### src/hw/rtl/cbrp_pkg.sv
// Shared constants and types for the CSV blob record parser.
// No dependencies; compiled first.
package cbrp_pkg;

  // Character codes recognised by the parser
  localparam logic [7:0] LINE_END  = 8'h0A;
  localparam logic [7:0] FIELD_SEP = 8'h2C;
  localparam logic [7:0] CH_PLUS   = 8'h2B;
  localparam logic [7:0] CH_MINUS  = 8'h2D;
  localparam logic [7:0] CH_ZERO   = 8'h30;
  localparam logic [7:0] CH_NINE   = 8'h39;
  localparam logic [7:0] CH_SPACE  = 8'h20;
  localparam logic [7:0] CH_TAB    = 8'h09;
  localparam logic [7:0] CH_CR     = 8'h0D;

  // Result field width and commas needed for a well formed line
  localparam int unsigned OUT_WIDTH    = 16;
  localparam int unsigned LINE_FIELDS  = 4;

  // Registered byte handed from the input stage to the parser
  typedef struct packed {
    logic       valid;
    logic [7:0] rx_byte;
  } cbrp_byte_t;

endpackage

### src/hw/rtl/cbrp_rx_if.sv
// Byte channel into the parser: valid, ready and one received byte.
// No dependencies.
interface cbrp_rx_if;
  logic       valid;
  logic       ready;
  logic [7:0] rx_byte;

  modport source (output valid, output rx_byte, input ready);
  modport sink   (input valid, input rx_byte, output ready);
endinterface

### src/hw/rtl/cbrp_in_stage.sv
// Input register for the parser: takes one byte per transfer.
// Depends on cbrp_pkg and cbrp_rx_if.
module cbrp_in_stage
  import cbrp_pkg::*;
(
  input  logic       clk_i,
  input  logic       rst_ni,
  cbrp_rx_if.sink    rx,
  input  logic       take_i,
  output cbrp_byte_t byte_o
);

  logic       valid_q;
  logic [7:0] byte_q;

  // Accept whenever the register is empty or is being consumed this cycle
  assign rx.ready = !valid_q || take_i;

  // Hold valid flag
  always_ff @(posedge clk_i or negedge rst_ni) begin
    if (!rst_ni) begin
      valid_q <= 1'b0;
    end else if (rx.ready) begin
      valid_q <= rx.valid;
    end
  end

  // Capture payload on transfer
  always_ff @(posedge clk_i) begin
    if (rx.valid && rx.ready) begin
      byte_q <= rx.rx_byte;
    end
  end

  assign byte_o.valid   = valid_q;
  assign byte_o.rx_byte = byte_q;

endmodule

### src/flat_wrapper.sv
// flat-port wrapper written by rule: the top's interface ports become plain ports
module cbrp_in_stage_flat import cbrp_pkg::*;
  (clk_i, rst_ni, take_i, byte_o, rx_valid, rx_rx_byte, rx_ready);
  cbrp_rx_if rx_i ();
  input  logic clk_i;
  input  logic rst_ni;
  input  logic take_i;
  output cbrp_byte_t byte_o;
  input wire logic [$bits(rx_i.valid)-1:0] rx_valid;
  input wire logic [$bits(rx_i.rx_byte)-1:0] rx_rx_byte;
  output wire logic [$bits(rx_i.ready)-1:0] rx_ready;
  assign rx_i.valid = rx_valid;
  assign rx_i.rx_byte = rx_rx_byte;
  assign rx_ready = rx_i.ready;
  cbrp_in_stage u_core (.clk_i(clk_i), .rst_ni(rst_ni), .rx(rx_i), .take_i(take_i), .byte_o(byte_o));
endmodule
### config.mk
export PLATFORM = sky130hd
export DESIGN_NAME = cbrp_in_stage_flat
export DESIGN_NICKNAME = d
export VERILOG_FILES = /design/src/hw/rtl/cbrp_pkg.sv /design/src/hw/rtl/cbrp_rx_if.sv /design/src/hw/rtl/cbrp_in_stage.sv /design/src/flat_wrapper.sv
export SDC_FILE = /design/constraint.sdc
export NUM_CORES = 1
export LEC_CHECK = 0
export BUFFER_PORTS_ARGS = -buffer_cell sky130_fd_sc_hd__buf_2
export CAP_MARGIN = 40
export CORE_AREA = 2 2 39 41
export CTS_CLUSTER_SIZE = 30
export DETAILED_ROUTE_END_ITERATION = 16
export DIE_AREA = 0 0 41 43
export PLACE_DENSITY = 0.51
export SETUP_SLACK_MARGIN = 0.4
export SKIP_LAST_GASP = 1
export SLEW_MARGIN = 20
export SYNTH_ARGS = -nofsm -noshare
export SYNTH_HDL_FRONTEND = slang
export SYNTH_SLANG_ARGS = --single-unit
### constraint.sdc
create_clock -name clk_i -period 1.1 [get_ports clk_i]
set_clock_uncertainty 0.15 [all_clocks]
set_input_delay 0.165 -clock clk_i [delete_from_list [all_inputs] [get_ports clk_i]]
set_output_delay 0.165 -clock clk_i [all_outputs]
set_load 0.05 [all_outputs]
==> impl_metrics.json, run 1 <==
{
  "status": "complete, but fails checks",
  "violations": "hold timing, setup timing",
  "holdBufCountCts": 1,
  "cts-root-buf": "clkbuf_4",
  "rsz0062_at_grt": "yes",
  "dp.cells": 49,
  "antenna_found_initial": 0,
  "fin_ws_ns": -0.111,
  "max-vdd-ir-drop_mv": 0.977,
  "power_density_mw_per_mm2": 1550,
  "grt_pass1_vias": 241,
  "drt_iter0_drc": 3,
  "p_comb_share_pct": 20.1,
  "cts_max_level": 1,
  "areaGrowthSynthToFinish_pct": 74.3,
  "start_util_pct": 21.8,
  "cts_sinks": 9,
  "start_kind": "register",
  "worstHoldPathType": "in -> reg",
  "rrSetupSlack_ns": -0.04,
  "hold_viol": 9,
  "synth-seq-cells": 9,
  "min_to": "u_core.byte_q[0]$_DFFE_PP_",
  "arrival_ns": 0.90,
  "path_clk_slew_ns": 0.06,
  "crit_family": "flip-flops",
  "holdPathStages": 1,
  "antenna_cells": 0,
  "fin_area_um2": 526,
  "drtAntennaViolNets": 0,
  "cts_tree": "done",
  "yosys_warnings": 0,
  "netlist_area_um2": 302,
  "worst_pin_slew_ns": 0.148,
  "synthesis.nets": 25,
  "finalMaxSlewViolations": 0,
  "path_cells": "nand2b_4 -> buf_8",
  "cpPeakStageDelay_ns": 0.40,
  "die_x_um": 41,
  "fp-row-count": 14,
  "seq_power_share_pct": 49.7,
  "ys_seq_area_share_pct": 88.0,
  "setup_viol": 18,
  "end_kind": "output pin",
  "insertion_delay_ns": 0.25,
  "cts_buffer_depth": 2,
  "dr.pass1.iters": 2,
  "p_leak_uw": 0.000230,
  "grt_max_degree": 9,
  "gp_congestion": 0.560,
  "cpMaxStageDelayCell": "dfrtp_1",
  "gr-total-overflow": 0,
  "gr-usage-all-layers_pct": 8.78,
  "ys_types": 6,
  "final_cells": 55,
  "path_class": "reg -> out",
  "syn_area_per_cell_um2": 23.2,
  "wl_per_cell_um": 11.0,
  "min_from": "rx_rx_byte[0]",
  "placed_area_um2": 419,
  "wl_um": 606,
  "viasPerCell": 3.67,
  "grt_pass1_wl_um": 952,
  "dieArea_mm2": 0.00176,
  "cts_buffers": 3,
  "route.detailed.drc": 0,
  "max_freq_mhz": 826,
  "io_buffers": 21,
  "worst_r2r_path_depth": 2,
  "drive_gt1_share_pct": 69.2,
  "max-cap-violations": 0,
  "p_sw_uw": 214,
  "die_y_um": 43,
  "holdWs_ns": -0.0666,
  "internal_power_uw": 600,
  "ioPinCount": 22,
  "cp_num_buf_inv": 1,
  "clock_power_share_pct": 30.2,
  "swShare_pct": 26.3,
  "period_needed_ns": 1.21,
  "syn_inst": 13,
  "max-slew-margin-rel_pct": 90.2,
  "r2r_end": "u_core.byte_q[7]$_DFFE_PP_",
  "final_net_count": 52,
  "worstReg2RegStart": "u_core.valid_q$_DFFE_PN0P_",
  "period_share_pct": 110,
  "design.core.area_mm2": 0.00138,
  "crit_fanout": 3,
  "cp_data_required_time_ns": 0.78,
  "vias": 202
}
cells in the mapped netlist, drive strengths merged:
cell	count	area, um^2
edfxtp	8	240
nand2b	2	20.0
and2	1	8.76
buf	1	7.51
dfrtp	1	25.0
metal layers:
layer	routed length (um)	GRT usage, %	share of wire (%)	vias up
li1	-	-	-	98
met1	169	6.44	28	84
met2	337	14.4	56	20
met3	99	9.42	16	0
met4	0	2.00	0	0
met5	0	0	0	-
what timing repair did:
item | in CTS | in global routing
endpoints found under the setup margin | 19 | 19
pin swaps | 1 | 0
endpoints found under the hold margin | 10 | 9
buffers inserted | 1 | 0
gates resized for setup | 20 | 0
final cells by class:
class | instances | area, um^2
multi-input combinational | 3 | 28.8
timing repair buffer | 23 | 185
fill | 134 | 858
tap | 16 | 20.0
clock buffer | 4 | 26.3
sequential | 9 | 265
stage by stage:
stage                     power (uW)  utilization (%)  setup WS (ns)  setup TNS [ns]
after detailed placement         540             30.3        -0.0318          -0.253
after CTS                        825             38.0         -0.119          -0.789
final                            814             38.0         -0.111          -0.587
after global routing             855             38.0         -0.151           -1.26
after floorplan                  503                -         -0.123          -0.982
after global placement           537             30.3       -0.00820         -0.0645
cell families (layout without fill, tap and decap cells):
kind of cell | after synthesis | after routing | synth area share [%]
and+or+nand+nor | 3 | 3 | 9.54
DFF | 9 | 9 | 88.0
buffers and inverters | 1 | 27 | 2.49
layout by cell type, fill, tap and decap left out:
| cell | n |
|---|---|
| buf_6 | 8 |
| dlygate4sd3_1 | 1 |
| dfrtp_1 | 1 |
| clkbuf_1 | 1 |
| buf_8 | 1 |
| nand2b_1 | 1 |
| and2_4 | 1 |
| buf_2 | 11 |
| edfxtp_1 | 8 |
| clkbuf_4 | 3 |
| buf_4 | 2 |
| nand2b_4 | 1 |
sequential cells by signal (all words and copies together), names as in the netlist:
| name | flops |
|---|---|
| u_core.byte_q | 8 |
| u_core.valid_q | 1 |
worst reg2reg max path, cell delays in order (launching register included):
cell	delay [ns]
dfrtp_1	0.40
nand2b_4	0.09
and2_4	0.20
worst max path at each step:
stage | depth (start not counted) | start | slack (ns) | end
2_1_floorplan | 2 | u_core.valid_q$_DFFE_PN0P_ | -0.12 | u_core.byte_q[0]$_DFFE_PP_
3_3_place_gp | 2 | u_core.valid_q$_DFFE_PN0P_ | -0.008 | u_core.byte_q[5]$_DFFE_PP_
3_5_place_dp | 2 | u_core.valid_q$_DFFE_PN0P_ | -0.03 | u_core.byte_q[1]$_DFFE_PP_
4_1_cts | 2 | u_core.valid_q$_DFFE_PN0P_ | -0.12 | rx_ready
5_1_grt | 2 | u_core.valid_q$_DFFE_PN0P_ | -0.15 | rx_ready
6_report | 2 | u_core.valid_q$_DFFE_PN0P_ | -0.11 | rx_ready
power by group through the flow:
| stage | Sequential, uW | Clock (uW) | Combinational (uW) |
|---|---|---|---|
| after CTS | 405 | 255 | 165 |
| final | 405 | 246 | 164 |
| after floorplan | 465 | 0 | 37.5 |
| after detailed placement | 408 | 0 | 132 |
| after global placement | 408 | 0 | 129 |
| after global routing | 407 | 276 | 172 |
Note: power is estimated with default switching activity, not from simulation.
==> run 2, diff against run 1 <==
Settings changed: TNS_END_PERCENT from default to 5.
==> run 2 against run 1 <==
The flow still finishes with violations (hold timing, setup timing). Sequential share of layout area rose by 5.3 points. Sequential power shrank 1%. Highest routed layer unchanged. Largest power group unchanged. Setup slack is essentially flat. Critical path depth stayed put. Largest cell class unchanged.
==> impl_metrics.json, run 2 (same netlist as run 1, synthesis figures left out) <==
{
  "cts_max_level": 1,
  "cts_sinks": 9,
  "crit_family": "flip-flops",
  "period_share_pct": 110,
  "areaGrowthSynthToFinish_pct": 57.7,
  "reg_top3": "u_core.byte_q x8, u_core.valid_q x1",
  "max-slew-margin-rel_pct": 82.8,
  "preCtsSetupSlack_ns": -0.0318,
  "top_register": "u_core.byte_q",
  "max-cap-violations": 0,
  "final_common_cell": "buf_2",
  "cp_num_buf_inv": 1,
  "dr.pass1.iters": 1,
  "finalMaxSlewViolations": 0,
  "violations": "hold timing, setup timing",
  "cpMaxStageDelayCell": "dfrtp_1",
  "drt_iter0_drc": 0,
  "final_cells": 55,
  "largest_reg_flops": 8,
  "cp_data_required_time_ns": 0.78,
  "p_leak_uw": 0.000214,
  "worst_pin_slew_ns": 0.260,
  "start_util_pct": 21.8,
  "crit_fanout": 3,
  "antenna_found_initial": 0,
  "cts_buffer_depth": 2,
  "cts_buffers": 3,
  "path_clk_slew_ns": 0.06,
  "wl_per_cell_um": 10.9,
  "setup_viol": 18,
  "vias": 204,
  "drive_gt1_share_pct": 69.2,
  "grt_util_met3_pct": 9.42,
  "max-vdd-ir-drop_mv": 0.966,
  "holdBufCountCts": 1,
  "top_usage_layer": "met2",
  "dieArea_mm2": 0.00176,
  "cts-root-buf": "clkbuf_4",
  "viasPerCell": 3.71,
  "antenna_cells": 0,
  "io_buffers": 21,
  "worstHoldPathType": "in -> reg",
  "tns_ns": -0.853,
  "met2_usage_pct": 14.4,
  "arrival_ns": 0.90,
  "gr-total-overflow": 0,
  "end_kind": "output pin",
  "final_net_count": 52,
  "rsz0062_at_grt": "yes",
  "ioPinCount": 22,
  "grt_pass1_vias": 239,
  "fp-row-count": 14,
  "grt_max_degree": 9,
  "die_y_um": 43,
  "path_cells": "nand2b_4 -> buf_8",
  "power_uw": 791,
  "post-route-util_pct": 34.4,
  "period_needed_ns": 1.21,
  "die_x_um": 41,
  "grt_pass1_wl_um": 938,
  "path_class": "reg -> out",
  "insertion_delay_ns": 0.25,
  "drtAntennaViolNets": 0,
  "mostFrequentLayoutCells": "buf_2, edfxtp_1, clkbuf_4",
  "gp_congestion": 0.560,
  "wl_um": 599,
  "start_kind": "register",
  "fin_ws_ns": -0.111,
  "hold_viol": 9,
  "design.core.area_mm2": 0.00138,
  "route.detailed.drc": 0,
  "dp.cells": 49,
  "power_density_mw_per_mm2": 1660,
  "cts_tree": "done",
  "gr-usage-met1_pct": 6.10,
  "cpPeakStageDelay_ns": 0.40,
  "gr-usage-all-layers_pct": 8.67,
  "max_freq_mhz": 826,
  "holdWs_ns": -0.0669,
  "status": "complete, but fails checks"
}
## run 2: final cells by class
| class | instances | area (um^2) |
|---|---|---|
| fillers | 144 | 908 |
| flip-flops and latches | 9 | 265 |
| repair buffers | 23 | 135 |
| multi-input cells | 3 | 28.8 |
| clock buffers | 4 | 26.3 |
| well taps | 16 | 20.0 |
## run 2: final timing paths
path	startpoint	endpoint	slack, ns	depth (start not counted)
worst max-delay path	u_core.valid_q$_DFFE_PN0P_	rx_ready	-0.11	2
worst min-delay path	rx_rx_byte[0]	u_core.byte_q[0]$_DFFE_PP_	-0.07	1
worst max register to register	u_core.valid_q$_DFFE_PN0P_	u_core.byte_q[7]$_DFFE_PP_	-0.04	2
worst min register to register	u_core.valid_q$_DFFE_PN0P_	u_core.valid_q$_DFFE_PN0P_	0.53	3
max in group asynchronous	rst_ni	u_core.valid_q$_DFFE_PN0P_	0.64	2
min in group asynchronous	rst_ni	u_core.valid_q$_DFFE_PN0P_	0.08	2
## run 2: per-stage QoR
stage,hold WS [ns],instance area (um^2)
after CTS,-0.0738,475
final,-0.0669,475
after floorplan,-0.281,302
after global routing,-0.0802,475
after detailed placement,-0.208,419
after global placement,-0.210,419
## run 2: power by group
part / internal [uW] / switching, uW
Combinational: 46.6 / 98.4
Sequential: 395 / 5.60
Clock: 139 / 106
## run 2: per-layer routing
metal  wire, um  up-vias
met2        332       20
met4          0        0
met1        165       86
li1           -       98
met5          0        -
met3        102        0
## run 2: worst register-to-register path, delay by kind of cell, from the launching register on
kind	cells	cell delay (ns)
AND/OR/NAND/NOR	2	0.30
flip-flops	1	0.40
## run 2: repair_timing
action	4_1_cts	5_1_grt
setup endpoints to repair	19	19
setup buffers	1	0
endpoints found under the hold margin	10	9
gates resized for setup	4	0
==> run 3, diff against run 2 <==
Settings changed: REMOVE_ABC_BUFFERS from default to 1.
==> run 3 against run 2 <==
The run still ends with hold timing, setup timing left. First-iteration DRC count up 1. Non-clock buffer count unchanged. Setup slack better by 0.0029 ns. Power down 0.23%. Die area unchanged. Cell count unchanged. Sequential cell count unchanged. Fmax up 0.24%. Routed wire length down 2.8%. Clock power about the same. Worst hold slack better by 0.0015 ns. Core utilization unchanged.
==> impl_metrics.json, run 3 (same netlist as run 1, synthesis figures left out) <==
{
  "status": "complete, but fails checks",
  "violations": "hold timing, setup timing",
  "hold_viol": 9,
  "largest_reg_flops": 8,
  "multi_input_area_um2": 28.8,
  "dr.pass1.iters": 2,
  "path_clk_slew_ns": 0.06,
  "power_density_mw_per_mm2": 1660,
  "max-vdd-ir-drop_mv": 0.543,
  "vias": 199,
  "grt_util_met3_pct": 4.71,
  "drt_iter0_drc": 1,
  "die_y_um": 43,
  "fp-row-count": 14,
  "cpPeakStageDelay_ns": 0.40,
  "ioPinCount": 22,
  "top_usage_layer": "met4",
  "rsz0062_at_grt": "yes",
  "cp_num_cells": 2,
  "antenna_cells": 0,
  "period_needed_ns": 1.21,
  "dp.cells": 49,
  "cts_buffers": 3,
  "tns_ns": -0.795,
  "gp_congestion": 0.610,
  "route.detailed.drc": 0,
  "cpMaxStageDelayCell": "dfrtp_1",
  "final_common_cell": "buf_2",
  "setup_viol": 18,
  "antenna_found_initial": 0,
  "top_register": "u_core.byte_q",
  "cp_data_required_time_ns": 0.78,
  "mostFrequentLayoutCells": "buf_2, edfxtp_1, clkbuf_4",
  "gr-total-overflow": 0,
  "cts_buffer_depth": 2,
  "met2_usage_pct": 8.13,
  "worst_r2r_path_depth": 2,
  "cts-root-buf": "clkbuf_4",
  "cts_max_level": 1,
  "drtAntennaViolNets": 0,
  "start_util_pct": 21.8,
  "final_net_count": 52,
  "start_kind": "register",
  "areaGrowthSynthToFinish_pct": 57.7,
  "period_share_pct": 110,
  "grt_max_degree": 9,
  "finalMaxSlewViolations": 0,
  "worstHoldPathType": "in -> reg",
  "path_class": "reg -> out",
  "holdPathStages": 1,
  "arrival_ns": 0.89,
  "grt_pass1_vias": 193,
  "io_buffers": 21,
  "holdBufCountCts": 1,
  "cts_sinks": 9,
  "max-slew-margin-rel_pct": 83.3,
  "wl_um": 582,
  "gr-usage-all-layers_pct": 7.85,
  "path_cells": "nand2b_4 -> buf_8",
  "fin_ws_ns": -0.108,
  "dieArea_mm2": 0.00176,
  "wl_per_cell_um": 10.6,
  "cts_tree": "done",
  "gr-usage-met1_pct": 9.12,
  "placed_area_um2": 419,
  "end_kind": "output pin",
  "final.fill_count": 132,
  "cp_num_buf_inv": 1,
  "max_freq_mhz": 828,
  "final_cells": 55,
  "reg_top3": "u_core.byte_q x8, u_core.valid_q x1",
  "holdWs_ns": -0.0654,
  "design.core.area_mm2": 0.00138,
  "viasPerCell": 3.62,
  "max-cap-violations": 0,
  "fin_area_um2": 475,
  "die_x_um": 41,
  "drive_gt1_share_pct": 69.2,
  "crit_family": "flip-flops",
  "grt_pass1_wl_um": 834,
  "regArea_um2": 265,
  "insertion_delay_ns": 0.25,
  "p_leak_uw": 0.000214,
  "worst_pin_slew_ns": 0.253,
  "crit_fanout": 3,
  "power_uw": 789
}
## run 3: cell counts in the layout (fill, tap and decap cells not counted)
No cell type changed its count.
## run 3: final timing paths
check | start | endpoint | slack [ns]
setup / recovery | u_core.valid_q$_DFFE_PN0P_ | rx_ready | -0.11
hold reg to reg | u_core.valid_q$_DFFE_PN0P_ | u_core.valid_q$_DFFE_PN0P_ | 0.52
min in group asynchronous | rst_ni | u_core.valid_q$_DFFE_PN0P_ | 0.05
setup reg to reg | u_core.valid_q$_DFFE_PN0P_ | u_core.byte_q[4]$_DFFE_PP_ | -0.04
hold / removal | rx_rx_byte[1] | u_core.byte_q[1]$_DFFE_PP_ | -0.07
max in group asynchronous | rst_ni | u_core.valid_q$_DFFE_PN0P_ | 0.67
## run 3: per-stage QoR
| stage | utilization, % | setup WS (ns) |
|---|---|---|
| 6_report | 34.4 | -0.108 |
| 5_1_grt | 34.4 | -0.146 |
| 4_1_cts | 34.4 | -0.125 |
| 3_5_place_dp | 30.3 | -0.0160 |
| 3_3_place_gp | 30.3 | -0.00518 |
| 2_1_floorplan | - | -0.403 |
## run 3: routing by layer
layer	vias to the layer above	wire (um)
met2	21	218
met3	0	123
met4	0	0
met5	-	0
met1	80	239
li1	98	-
## run 3: cell type report
type	instances	area share, %
Clock buffer	4	5.53
Sequential cell	9	55.8
Tap cell	16	4.21
Multi-Input combinational cell	3	6.05
Timing Repair Buffer	23	28.4
## run 3: worst reg2reg max path, stage by stage (launching register included)
cell and delay (ns):
dfrtp_1 0.40, nand2b_4 0.09, and2_4 0.20
## run 3: repair_timing
action / 4_1_cts / 5_1_grt
pin swaps: 0 / 0
gates cloned: 0 / 0
buffers inserted: 1 / 0
gates resized for setup: 4 / 0
endpoints found under the hold margin: 10 / 9
setup endpoints to repair: 19 / 19
## run 3: where the power goes
| group | internal (uW) | total, uW | switching [uW] |
|---|---|---|---|
| Combinational | 46.6 | 144 | 97.8 |
| Sequential | 395 | 401 | 5.73 |
| Clock | 139 | 244 | 105 |
